**src/hdl/tpp_pkg.sv**
```systemverilog
// Shared types and constants for the key-hash transaction output parser.
// Used by tpp_front, tpp_queue, tpp_back and tx_output_p2pkh_parser_unit.
package tpp_pkg;

    localparam int QUEUE_DEPTH_DEF = 4;

    localparam logic [7:0]  OP_DUP        = 8'h76;
    localparam logic [7:0]  KEY_HASH_OP   = 8'hA9;
    localparam logic [7:0]  PUSH_20       = 8'h14;
    localparam logic [7:0]  OP_EQUALVFY   = 8'h88;
    localparam logic [7:0]  SIG_CHECK_OP  = 8'hAC;
    localparam logic [15:0] SCRIPT_MIN    = 16'd25;
    localparam logic [15:0] HASH_END      = 16'd23;
    localparam logic [15:0] POS_EQUALVFY  = 16'd23;
    localparam logic [15:0] POS_SIG_CHECK = 16'd24;
    localparam logic [15:0] LEN_SHORT     = 16'd4;
    localparam logic [15:0] LEN_LONG      = 16'd8;
    localparam logic [1:0]  CHUNK_LAST    = 2'd2;

    typedef enum logic [1:0] {
        ST_OK      = 2'd0,
        ST_PARTIAL = 2'd1,
        ST_INVALID = 2'd2
    } t_status;

    typedef enum logic [2:0] {
        PH_VAL_FIRST = 3'd0,
        PH_VAL_REST  = 3'd1,
        PH_TOKEN     = 3'd2,
        PH_LEN_HI    = 3'd3,
        PH_LEN_LO    = 3'd4,
        PH_SCRIPT    = 3'd5
    } t_phase;

    typedef struct packed {
        t_status      status;
        logic [63:0]  amount;
        logic [7:0]   token;
        logic [159:0] hash;
    } t_event;

endpackage

```
**src/hdl/tpp_front.sv**
```systemverilog
// Front end: takes one byte per cycle while i_accept is high, tracks the
// field being parsed and pushes one completion event per output (ok,
// partial or invalid). Depends on tpp_pkg.
module tpp_front (
    input  logic            i_clk,
    input  logic            i_rst_n,
    input  logic            i_accept,
    input  logic [7:0]      i_data_byte,
    input  logic            i_end_of_data,
    output logic            o_push,
    output tpp_pkg::t_event o_event
);
    import tpp_pkg::*;

    t_phase        r_phase, n_phase;
    logic [15:0]   r_pos, n_pos;
    logic          r_long, n_long;
    logic [63:0]   r_acc, n_acc;
    logic [7:0]    r_tok, n_tok;
    logic [15:0]   r_len, n_len;
    logic          r_mm, n_mm;
    logic [159:0]  r_hash, n_hash;
    logic [15:0]   pos_inc;
    logic          done;
    logic          bad;

    always_ff @(posedge i_clk) begin
        if (!i_rst_n) begin
            r_phase <= PH_VAL_FIRST;
            r_pos   <= '0;
            r_long  <= 1'b0;
            r_mm    <= 1'b0;
        end else begin
            r_phase <= n_phase;
            r_pos   <= n_pos;
            r_long  <= n_long;
            r_mm    <= n_mm;
        end
    end

    always_ff @(posedge i_clk) begin
        r_acc  <= n_acc;
        r_tok  <= n_tok;
        r_len  <= n_len;
        r_hash <= n_hash;
    end

    always_comb begin
        n_phase = r_phase;
        n_pos   = r_pos;
        n_long  = r_long;
        n_acc   = r_acc;
        n_tok   = r_tok;
        n_len   = r_len;
        n_mm    = r_mm;
        n_hash  = r_hash;
        pos_inc = r_pos + 16'd1;
        done    = 1'b0;
        bad     = 1'b0;
        o_push  = 1'b0;
        o_event = '0;

        if (i_accept) begin
            case (r_phase)
                PH_VAL_FIRST: begin
                    n_long  = i_data_byte[7];
                    n_acc   = {56'd0, i_data_byte};
                    n_pos   = 16'd1;
                    n_phase = PH_VAL_REST;
                end
                PH_VAL_REST: begin
                    n_acc = {r_acc[55:0], i_data_byte};
                    n_pos = pos_inc;
                    if (pos_inc >= (r_long ? LEN_LONG : LEN_SHORT)) begin
                        n_phase = PH_TOKEN;
                    end
                end
                PH_TOKEN: begin
                    n_tok   = i_data_byte;
                    n_phase = PH_LEN_HI;
                end
                PH_LEN_HI: begin
                    n_len   = {i_data_byte, 8'h00};
                    n_phase = PH_LEN_LO;
                end
                PH_LEN_LO: begin
                    n_len = {r_len[15:8], i_data_byte};
                    n_pos = '0;
                    n_mm  = 1'b0;
                    if (n_len == 16'd0) begin
                        done = 1'b1;
                        bad  = 1'b1;
                    end else begin
                        n_phase = PH_SCRIPT;
                    end
                end
                PH_SCRIPT: begin
                    if (r_pos == 16'd0) begin
                        if (i_data_byte != OP_DUP) n_mm = 1'b1;
                    end else if (r_pos == 16'd1) begin
                        if (i_data_byte != KEY_HASH_OP) n_mm = 1'b1;
                    end else if (r_pos == 16'd2) begin
                        if (i_data_byte != PUSH_20) n_mm = 1'b1;
                    end else if (r_pos < HASH_END) begin
                        n_hash = {r_hash[151:0], i_data_byte};
                    end else if (r_pos == POS_EQUALVFY) begin
                        if (i_data_byte != OP_EQUALVFY) n_mm = 1'b1;
                    end else if (r_pos == POS_SIG_CHECK) begin
                        if (i_data_byte != SIG_CHECK_OP) n_mm = 1'b1;
                    end
                    n_pos = pos_inc;
                    if (pos_inc >= r_len) begin
                        done = 1'b1;
                        bad  = (r_len < SCRIPT_MIN) || n_mm;
                    end
                end
                default: begin
                    n_phase = PH_VAL_FIRST;
                end
            endcase

            if (done) begin
                o_push = 1'b1;
                if (bad) begin
                    o_event.status = ST_INVALID;
                end else begin
                    o_event.status = ST_OK;
                    o_event.amount = r_long ? (64'd0 - r_acc) : r_acc;
                    o_event.token  = r_tok;
                    o_event.hash   = r_hash;
                end
                n_phase = PH_VAL_FIRST;
                n_pos   = '0;
            end else if (i_end_of_data) begin
                o_push         = 1'b1;
                o_event.status = ST_PARTIAL;
                n_phase        = PH_VAL_FIRST;
                n_pos          = '0;
            end
        end
    end

endmodule

```
**src/hdl/tpp_queue.sv**
```systemverilog
// Short event queue between the parser front end and the result back end.
// Depends on tpp_pkg.
module tpp_queue #(
    parameter int DEPTH = tpp_pkg::QUEUE_DEPTH_DEF
) (
    input  logic            i_clk,
    input  logic            i_rst_n,
    input  logic            i_push,
    input  tpp_pkg::t_event i_event,
    output logic            o_full,
    input  logic            i_pop,
    output logic            o_valid,
    output tpp_pkg::t_event o_head
);
    import tpp_pkg::*;

    localparam int AW = (DEPTH > 1) ? $clog2(DEPTH) : 1;
    localparam int CW = $clog2(DEPTH + 1);
    localparam logic [AW-1:0] PTR_LAST = AW'(DEPTH - 1);
    localparam logic [CW-1:0] CNT_FULL = CW'(DEPTH);

    t_event        r_mem [DEPTH];
    logic [AW-1:0] r_wr_ptr, r_rd_ptr;
    logic [CW-1:0] r_count;
    logic          push_ok;
    logic          pop_ok;

    assign o_full  = (r_count == CNT_FULL);
    assign o_valid = (r_count != '0);
    assign o_head  = r_mem[r_rd_ptr];
    assign push_ok = i_push && !o_full;
    assign pop_ok  = i_pop && o_valid;

    always_ff @(posedge i_clk) begin
        if (push_ok) begin
            r_mem[r_wr_ptr] <= i_event;
        end
    end

    always_ff @(posedge i_clk) begin
        if (!i_rst_n) begin
            r_wr_ptr <= '0;
            r_rd_ptr <= '0;
            r_count  <= '0;
        end else begin
            if (push_ok) begin
                r_wr_ptr <= (r_wr_ptr == PTR_LAST) ? '0 : r_wr_ptr + AW'(1);
            end
            if (pop_ok) begin
                r_rd_ptr <= (r_rd_ptr == PTR_LAST) ? '0 : r_rd_ptr + AW'(1);
            end
            case ({push_ok, pop_ok})
                2'b10:   r_count <= r_count + CW'(1);
                2'b01:   r_count <= r_count - CW'(1);
                default: r_count <= r_count;
            endcase
        end
    end

endmodule

```
**src/hdl/tpp_back.sv**
```systemverilog
// Back end: expands each queued event into its results and holds them in
// the output register until taken. Depends on tpp_pkg.
module tpp_back (
    input  logic            i_clk,
    input  logic            i_rst_n,
    input  logic            i_q_valid,
    input  tpp_pkg::t_event i_q_head,
    output logic            o_q_pop,
    output logic            o_valid,
    input  logic            i_stall,
    output logic [1:0]      o_status,
    output logic [63:0]     o_amount,
    output logic [7:0]      o_token_info,
    output logic [63:0]     o_hash_chunk,
    output logic [1:0]      o_chunk_index,
    output logic            o_last_result
);
    import tpp_pkg::*;

    logic        r_valid;
    logic [1:0]  r_chunk;
    logic [1:0]  r_status;
    logic [63:0] r_amount;
    logic [7:0]  r_token;
    logic [63:0] r_hash_chunk;
    logic [1:0]  r_chunk_index;
    logic        r_last;
    logic        load;
    logic        ev_last;
    logic [63:0] chunk_sel;

    assign load    = !r_valid || !i_stall;
    assign ev_last = (i_q_head.status != ST_OK) || (r_chunk == CHUNK_LAST);
    assign o_q_pop = load && i_q_valid && ev_last;

    always_comb begin
        case (r_chunk)
            2'd0:    chunk_sel = i_q_head.hash[159:96];
            2'd1:    chunk_sel = i_q_head.hash[95:32];
            default: chunk_sel = {32'd0, i_q_head.hash[31:0]};
        endcase
    end

    always_ff @(posedge i_clk) begin
        if (!i_rst_n) begin
            r_valid <= 1'b0;
            r_chunk <= '0;
        end else if (load) begin
            r_valid <= i_q_valid;
            if (i_q_valid) begin
                r_chunk <= ev_last ? 2'd0 : r_chunk + 2'd1;
            end
        end
    end

    always_ff @(posedge i_clk) begin
        if (load && i_q_valid) begin
            r_status      <= i_q_head.status;
            r_amount      <= i_q_head.amount;
            r_token       <= i_q_head.token;
            r_hash_chunk  <= (i_q_head.status == ST_OK) ? chunk_sel : 64'd0;
            r_chunk_index <= (i_q_head.status == ST_OK) ? r_chunk : 2'd0;
            r_last        <= ev_last;
        end
    end

    assign o_valid       = r_valid;
    assign o_status      = r_status;
    assign o_amount      = r_amount;
    assign o_token_info  = r_token;
    assign o_hash_chunk  = r_hash_chunk;
    assign o_chunk_index = r_chunk_index;
    assign o_last_result = r_last;

endmodule

```
**src/hdl/tx_output_p2pkh_parser_unit.sv**
```systemverilog
// Key-hash transaction output parser, top level.
// Depends on tpp_pkg, tpp_front, tpp_queue and tpp_back.
//
// Input channel: one byte of a serialized output per item (i_data_byte),
// with i_end_of_data marking the last available byte. Taken at an edge with
// i_valid high and o_stall low. One byte per cycle while o_stall is low.
// Output channel: o_valid / i_stall with status, amount, token info, hash
// chunk, chunk index and last flag. A good key-hash output yields three
// results (chunk 0, 1, 2); a partial or invalid output yields one.
// The event for the byte that completes an output is written to the queue,
// then loaded into the output register. When not stalled, further chunks
// follow one per cycle and throughput is one byte per cycle in and one
// result per cycle out, set by the byte parser and the output register.
// A QUEUE_DEPTH-entry event queue sits between parser and result stage;
// o_stall rises only when it is full, i.e. after the receiver has stalled
// long enough for QUEUE_DEPTH outputs to complete unread.
// Reset (synchronous, active low) returns the parser to the first value
// byte and empties the queue and output register.
module tx_output_p2pkh_parser_unit #(
    parameter int QUEUE_DEPTH = tpp_pkg::QUEUE_DEPTH_DEF
) (
    input  logic        i_clk,
    input  logic        i_rst_n,
    input  logic        i_valid,
    output logic        o_stall,
    input  logic [7:0]  i_data_byte,
    input  logic        i_end_of_data,
    output logic        o_valid,
    input  logic        i_stall,
    output logic [1:0]  o_status,
    output logic [63:0] o_amount,
    output logic [7:0]  o_token_info,
    output logic [63:0] o_hash_chunk,
    output logic [1:0]  o_chunk_index,
    output logic        o_last_result
);
    import tpp_pkg::*;

    logic   q_full;
    logic   push;
    t_event ev;
    logic   q_valid;
    logic   q_pop;
    t_event q_head;

    assign o_stall = q_full;

    tpp_front u_front (
        .i_clk         (i_clk),
        .i_rst_n       (i_rst_n),
        .i_accept      (i_valid && !q_full),
        .i_data_byte   (i_data_byte),
        .i_end_of_data (i_end_of_data),
        .o_push        (push),
        .o_event       (ev)
    );

    tpp_queue #(
        .DEPTH (QUEUE_DEPTH)
    ) u_queue (
        .i_clk   (i_clk),
        .i_rst_n (i_rst_n),
        .i_push  (push),
        .i_event (ev),
        .o_full  (q_full),
        .i_pop   (q_pop),
        .o_valid (q_valid),
        .o_head  (q_head)
    );

    tpp_back u_back (
        .i_clk         (i_clk),
        .i_rst_n       (i_rst_n),
        .i_q_valid     (q_valid),
        .i_q_head      (q_head),
        .o_q_pop       (q_pop),
        .o_valid       (o_valid),
        .i_stall       (i_stall),
        .o_status      (o_status),
        .o_amount      (o_amount),
        .o_token_info  (o_token_info),
        .o_hash_chunk  (o_hash_chunk),
        .o_chunk_index (o_chunk_index),
        .o_last_result (o_last_result)
    );

endmodule
```
**config.mk**
```make
export PLATFORM = sky130hd
export DESIGN_NAME = tx_output_p2pkh_parser_unit
export DESIGN_NICKNAME = d
export VERILOG_FILES = /design/src/hdl/tpp_pkg.sv /design/src/hdl/tpp_front.sv /design/src/hdl/tpp_queue.sv /design/src/hdl/tpp_back.sv /design/src/hdl/tx_output_p2pkh_parser_unit.sv
export SDC_FILE = /design/constraint.sdc
export NUM_CORES = 1
export LEC_CHECK = 0
export ABC_AREA = 1
export ABC_CLOCK_PERIOD_IN_PS = 19000
export BUFFER_PORTS_ARGS = -buffer_cell sky130_fd_sc_hd__buf_2
export CELL_PAD_IN_SITES_DETAIL_PLACEMENT = 1
export CELL_PAD_IN_SITES_GLOBAL_PLACEMENT = 1
export CORE_UTILIZATION = 35
export DETAILED_ROUTE_END_ITERATION = 8
export PLACE_DENSITY = 0.61
export SYNTH_ARGS = -nofsm -noshare
export SYNTH_HDL_FRONTEND = slang
export SYNTH_SLANG_ARGS = --single-unit
```
**constraint.sdc**
```tcl
create_clock -name i_clk -period 19 [get_ports i_clk]
set_input_delay 0.95 -clock i_clk [delete_from_list [all_inputs] [get_ports i_clk]]
set_output_delay 0.95 -clock i_clk [all_outputs]
set_load 0.01 [all_outputs]
```
==> results of run 1 <==
## worst max-delay path by stage
| stage | startpoint | endpoint | slack, ps | cells past startpoint |
|---|---|---|---|---|
| 6_report | u_front.r_pos[0]$_SDFFE_PN0P_ | u_queue.r_mem[0][144]$_DFFE_PP_ | 12090 | 22 |
| 5_1_grt | u_front.r_pos[0]$_SDFFE_PN0P_ | u_queue.r_mem[0][88]$_DFFE_PP_ | 11350 | 22 |
| 4_1_cts | u_front.r_pos[0]$_SDFFE_PN0P_ | u_queue.r_mem[0][146]$_DFFE_PP_ | 11840 | 22 |
| 3_5_place_dp | u_front.r_pos[0]$_SDFFE_PN0P_ | u_queue.r_mem[0][133]$_DFFE_PP_ | 11890 | 22 |
| 3_3_place_gp | u_front.r_pos[0]$_SDFFE_PN0P_ | u_queue.r_mem[0][144]$_DFFE_PP_ | 11900 | 22 |
| 2_1_floorplan | i_valid | u_front.r_hash[0]$_DFFE_PP_ | 1600 | 4 |
## registers in the layout, indices dropped and copies added, names as in the netlist, named ones only
name and flops:
u_back.o_amount 64, u_back.o_chunk_index 2, u_back.o_hash_chunk 64, u_back.o_last_result 1, u_back.o_status 2, u_back.o_token_info 8
u_back.o_valid 1, u_back.r_chunk 2, u_front.r_acc 64, u_front.r_hash 160, u_front.r_len 16, u_front.r_long 1
u_front.r_mm 1, u_front.r_phase 3, u_front.r_pos 16, u_front.r_tok 8, u_queue.r_count 3, u_queue.r_mem 936
u_queue.r_rd_ptr 2, u_queue.r_wr_ptr 2
## synth_stat cells, types with 20 or more instances
library cell	number	area, um2
inv_1	367	1380
nand2_1	412	1550
o21ai_0	505	2530
buf_12	20	400
o22ai_1	232	1450
xor2_1	56	490
a21oi_1	70	350
nand4_1	27	169
nor3_1	32	160
nor2_4	184	2070
ha_1	32	400
buf_2	21	105
clkbuf_1	168	631
dfxtp_1	33	661
edfxtp_1	1325	39800
nand3_1	98	490
nor2_1	722	2710
## per-layer routing
layer,GRT usage (%),share of wire (%),wire length [um]
met1,23.7,44,65200
met2,30.3,48,71400
met3,3.19,4.2,6240
met4,6.65,3.1,4510
met5,0,0.0095,14
## layout make-up
| type | count | area [um2] | area share [%] |
|---|---|---|---|
| Timing Repair Buffer | 199 | 1190 | 1.89 |
| Inverter | 382 | 1450 | 2.29 |
| Multi-Input combinational cell | 2438 | 13000 | 20.5 |
| Clock buffer | 184 | 3930 | 6.21 |
| Clock inverter | 85 | 707 | 1.12 |
| Tap cell | 2072 | 2590 | 4.09 |
| Antenna cell | 2 | 5.00 | 0.00790 |
| Sequential cell | 1358 | 40500 | 63.9 |
## kinds of logic (layout without fill, tap and decap cells)
group,Yosys count,in the layout
XOR/XNOR,58,58
other,0,2
adder cells (fa/ha/maj),33,33
AO/OA/AOI/OAI,827,827
AND/OR/NAND/NOR,1520,1520
flip-flops,1358,1358
buffers and inverters,608,850
## through the flow
stage	setup slack (ps)	hold slack [ps]
floorplan	1600	426
global placement	11900	430
detailed placement	11890	436
CTS	11840	409
global route	11350	420
finish	12090	448
## power by group through the flow
stage	Combinational (mW)	Sequential [mW]	Clock (mW)
finish	2.26	3.78	2.76
global route	2.49	3.81	2.93
CTS	2.32	3.79	2.83
detailed placement	2.31	3.85	0
global placement	2.26	3.84	0
floorplan	1.27	3.97	0
## cells in the final DEF (no fill, tap or decap), drive strengths merged
cell type,synthesis,layout
o21ai,510,510
a31oi,4,4
o311ai,1,1
dfxtp,33,33
nand4,28,28
a21o,1,1
o31ai,2,2
clkinvlp,0,7
nor3b,1,1
ha,32,32
xor2,56,56
a311oi,1,1
buf,58,199
xnor2,2,2
nand3b,3,3
o21a,1,1
edfxtp,1325,1325
fa,1,1
diode,0,2
a32o,2,2
nor3,34,34
nand2,422,422
clkbuf,168,184
o211ai,1,1
nand3,99,99
a21oi,70,70
a31o,1,1
nor2,918,918
o22ai,232,232
clkinv,1,67
and2,1,1
nor4,10,10
inv,381,387
or2,4,4
o21bai,1,1
bufinv,0,6
## critical path: stages, from the launching register on
cell	delay, ps
dfxtp_1	500
ha_1	270
nand2_2	110
nor2_4	220
nand3_1	170
inv_2	90
nand2_1	50
nand2_1	60
nand2_1	80
ha_1	280
nand2_1	40
inv_1	60
nand3_1	90
nor2_1	170
nand3_1	100
nand3_1	100
nand2_1	70
nand3_1	180
nand2_1	400
nor2_4	920
buf_4	840
buf_4	810
buf_4	820
==> metrics.cfg, run 1 <==
[worst_hold_path]
holdPathStages=0
hold_start=u_front.r_hash[124]$_DFFE_PP_
min_path_type=register to register
hold-path-endpoint=u_front.r_hash[132]$_DFFE_PP_

[yosys]
synth_fa_ha_area_share_pct=0.751
synth_cells=4404
ys_ff_latch=1358
synth_edf_count=1325
synth_cell_types=52
synth_nets=4450
synth_area_um2=56000
synth_mux_area_share_pct=0
ys_seq_area_share_pct=72.2
yosys.area_share.simple_pct=13.4
synth_xor_area_share_pct=0.907
ys.warnings.count=0
synth_compound_area_share_pct=7.99
synth_top_flop_cell=edfxtp_1
async_reset_ff_share_pct=0
syn_avg_cell_area_um2=12.7
synth_top_family_by_area=simple AND/OR/NAND/NOR gates

[placement]
gp_congestion=0.798
dpl-instance-area_um2=58700
dp_cells=6449
dp_hpwl_mm=86.2
port_buffers=155

[critical_path]
r2r_start=u_front.r_pos[0]$_SDFFE_PN0P_
reg2reg_to=u_queue.r_mem[0][144]$_DFFE_PP_
ff2ff_path_depth=22
worst_setup_path_start_kind=register
critPathKind=register to register
critPathRequiredTime_ps=19400
worst-path-max-fanout=55
arrival_ps=7310
r2r_slack_ps=12090
end_kind=register

[routing]
routed_via_density=5.02
ant_nets=0
initialDrtViolationCount=2017
wl_per_cell_um=21.9
drt_first_pass_iters=5
drc_errors=0
vias=33700
wirelength_mm=147

[clock_network]
clkTransAtPathRegs_ps=60
ctsResizeCount=0
clock_latency_ps=790
post_cts_buffers=0
root_buffer=clkbuf_16
cts_made_buffers=151
htreeDepth=4
cts_tree=built
clock_sinks=1358
clockBufferDepth=3
holdBufCountCts=0

[global_route]
grt_pass1_vias=35500
grt_usage_pct=18.2
grt_max_degree=225
gr-total-overflow=0
grt_pass1_wl_mm=223
antenna_found_initial=9

[sta]
fin_crit_ps=6910
worst_slew_pin_slew_ps=1330
setup_tns_ps=0
drv_slew=0
finalClockSkew_ps=30.6
finalHoldViolations=0
rsz0062_at_grt=no
post-route-period-util_pct=36.4
setup_violations=0
fmax_ghz=0.145
relSlewSlack_pct=11.4

[floorplan]
dieArea_um2=162000
core_um2=159000
start_util_pct=35.3
die_x_um=402
die_h_um=402
io-pin-count=156
rows=146

[power]
power_mw=8.80
p_leak_nw=22.2
swShare_pct=34.1
seqPwrFrac_pct=43.0
pwr-share-comb_pct=25.6
power_switching_mw=3.01
p_per_area_nw_per_um2=139
p_int_mw=5.80
p_clk_share_pct=31.4
irDropWorstVdd_uv=174

[run]
max_cap_violations=0

[cells_and_area]
final_util_pct=39.9
fin_nets=4576
syn2layout_area_growth_pct=13.1
fin_area_um2=63300
layout.cells.non_filler=6720
fillers=16600
drive_gt1_share_pct=13.7

[run_status]
status=finished clean

(Power assumes the default switching activity.)
==> run 2: changes to the inputs <==
ABC_CLOCK_PERIOD_IN_PS = 6600   (was 19000)
clock period = 6.6 ns   (was 19 ns; I/O delays follow)
==> metrics.cfg, run 2 (synthesis gave the netlist of run 1 again) <==
[cells_and_area]
final_common_cell=edfxtp_1
fin_nets=4589  ; +0.28%
syn2layout_area_growth_pct=13.9
num_antenna_cells=0  ; -2
final_util_pct=40.2  ; +0.28 points
final_cell_mix=1325 x edfxtp_1, 717 x nor2_1, 505 x o21ai_0, 411 x nand2_1, 366 x inv_1
regMostFlops=u_queue.r_mem
reg_top3=u_queue.r_mem (936), u_front.r_hash (160)
drive_gt1_share_pct=14.0  ; +0.29 points
largest_reg_flops=936  ; unchanged

[clock_network]
clkTransAtPathRegs_ps=60  ; about the same
htreeDepth=4  ; unchanged
clock_sinks=1358  ; unchanged
clock_latency_ps=780  ; about the same
root_buffer=clkbuf_16
cts_tree=built
cts_made_buffers=152  ; +0.66%
clockBufferDepth=3  ; unchanged
ctsResizeCount=0  ; unchanged

[power]
p_int_mw=17.0  ; +190%
irDropWorstVdd_uv=448  ; +160%
power_switching_mw=8.74  ; +190%
swShare_pct=34.0  ; -0.13 points
p_clk_share_pct=31.8  ; +0.4 points
p_leak_nw=22.4  ; +0.94%
pwr-share-comb_pct=26.0  ; +0.4 points
p_per_area_nw_per_um2=403  ; +190%
seqPwrFrac_pct=42.2  ; -0.8 points
power_mw=25.7  ; +190%

[sta]
drv_slew=0  ; unchanged
relSlewSlack_pct=18.3  ; +6.9 points
setup_violations=0  ; unchanged
whs_ps=101  ; -347 ps
post-route-period-util_pct=72.2  ; +36 points
worst_slack_ps=1840  ; -10250 ps
fin_crit_ps=4760  ; -2150 ps
fmax_ghz=0.210  ; +45%
rsz0062_at_grt=no
finalClockSkew_ps=37.0  ; +6.43 ps
worst_slew_pin_slew_ps=1220  ; -113 ps
finalHoldViolations=0  ; unchanged

[critical_path]
r2r_slack_ps=1840  ; -10250 ps
worst_setup_path_start_kind=register
worst-path-max-fanout=24  ; -56%
arrival_ps=5180  ; -2130 ps
critPathRequiredTime_ps=7020  ; -12380 ps
end_kind=register
critPathKind=register to register

[routing]
routed_via_density=5.01  ; -0.13%
initialDrtViolationCount=2260  ; +12%
wl_per_cell_um=22.0  ; +0.36%
vias=33800  ; +0.10%
drc_errors=0  ; unchanged
wirelength_mm=148  ; +0.60%
ant_nets=0  ; unchanged
drt_first_pass_iters=5  ; unchanged

[global_route]
gr-total-overflow=0  ; unchanged
antenna_found_initial=7  ; -2
grt_max_degree=173  ; -23%
grt.busiest_layer=met2
met2_usage_pct=29.9  ; -0.41 points
grt_pass1_vias=35100  ; -1.1%
grt_pass1_wl_mm=222  ; -0.40%
grtUsageMet1_pct=24.7  ; +1.0 points
grt_use_met3_pct=2.62  ; -0.56 points
grt_usage_pct=18.2  ; +0.028 points

[floorplan]
die_x_um=402  ; unchanged
dieArea_um2=162000  ; unchanged
start_util_pct=35.3  ; unchanged
die_h_um=402  ; unchanged
rows=146  ; unchanged
io-pin-count=156  ; unchanged
core_um2=159000  ; unchanged

[worst_hold_path]
min_path_type=input port to register

[placement]
dp_hpwl_mm=88.3  ; +2.5%
port_buffers=155  ; unchanged
preCtsSetupSlack_ps=1750  ; -10140 ps
gp_congestion=0.798  ; unchanged

[run]
max_cap_violations=0  ; unchanged

[run_status]
status=finished clean

[run 2: cell count changes in the layout (fill, tap and decap cells not counted), sizes merged]
| cell | before | now |
|---|---|---|
| diode | 2 | 0 |
| buf | 199 | 202 |
| bufinv | 6 | 10 |
| inv | 387 | 388 |
| dlygate4sd3 | 0 | 9 |
| clkinvlp | 7 | 5 |
| clkbuf | 184 | 187 |
[run 2: area by class of cell]
class / count / area [um2]
repair buffers: 211 / 1480
clock inverters: 88 / 731
inverters: 382 / 1450
clock buffers: 187 / 4060
flip-flops and latches: 1358 / 40500
well taps: 2072 / 2590
fillers: 16600 / 94800
multi-input cells: 2438 / 13000
[run 2: worst max-delay path, cell delays in order, from the launching register on]
cell and delay, ps:
dfxtp_1 460, ha_1 270, nand2_2 110, nor2_4 210, nand3_1 150, inv_2 90
nand2_1 60, nand2_1 60, nand2_1 90, ha_1 290, nand2_1 40, inv_1 60
nand3_1 90, nor2_1 150, nand3_1 90, nand3_1 130, nand2_1 90, nand3_1 170
nand2_1 390, nor2_4 890, buf_4 500
[run 2: routing by layer]
| layer | vias up | share of wire (%) |
|---|---|---|
| li1 | 15800 | - |
| met1 | 17200 | 46 |
| met2 | 563 | 48 |
| met3 | 204 | 3.5 |
| met4 | 2 | 2.8 |
| met5 | - | 0.0094 |
[run 2: repair_timing]
action | CTS | global route
hold buffers | 9 | 0
buffers inserted | 0 | 0
endpoints found under the hold margin | 36 | 0
[run 2: power groups by stage]
stage,sequential [mW],clock [mW],combinational [mW]
floorplan,11.3,0,3.67
global placement,11.0,0,6.76
detailed placement,11.0,0,6.85
CTS,10.9,8.39,6.89
global route,10.9,8.65,7.35
finish,10.9,8.17,6.68
[run 2: stage by stage]
stage | instances | setup TNS, ps | instance area, um2
final | 6736 | 0 | 63800
after global routing | 6736 | 0 | 63800
after CTS | 6736 | 0 | 63800
after detailed placement | 6452 | 0 | 58900
after global placement | 6452 | 0 | 58900
after floorplan | 4404 | -554720 | 56000
[run 2: path summary, 6_finish.rpt]
kind,from,to,cells past startpoint
setup reg to reg,u_front.r_pos[0]$_SDFFE_PN0P_,u_queue.r_mem[2][223]$_DFFE_PP_,20
hold reg to reg,u_front.r_hash[25]$_DFFE_PP_,u_front.r_hash[33]$_DFFE_PP_,0
hold / removal,i_end_of_data,u_queue.r_mem[2][232]$_DFFE_PP_,3
setup / recovery,u_front.r_pos[0]$_SDFFE_PN0P_,u_queue.r_mem[2][223]$_DFFE_PP_,20
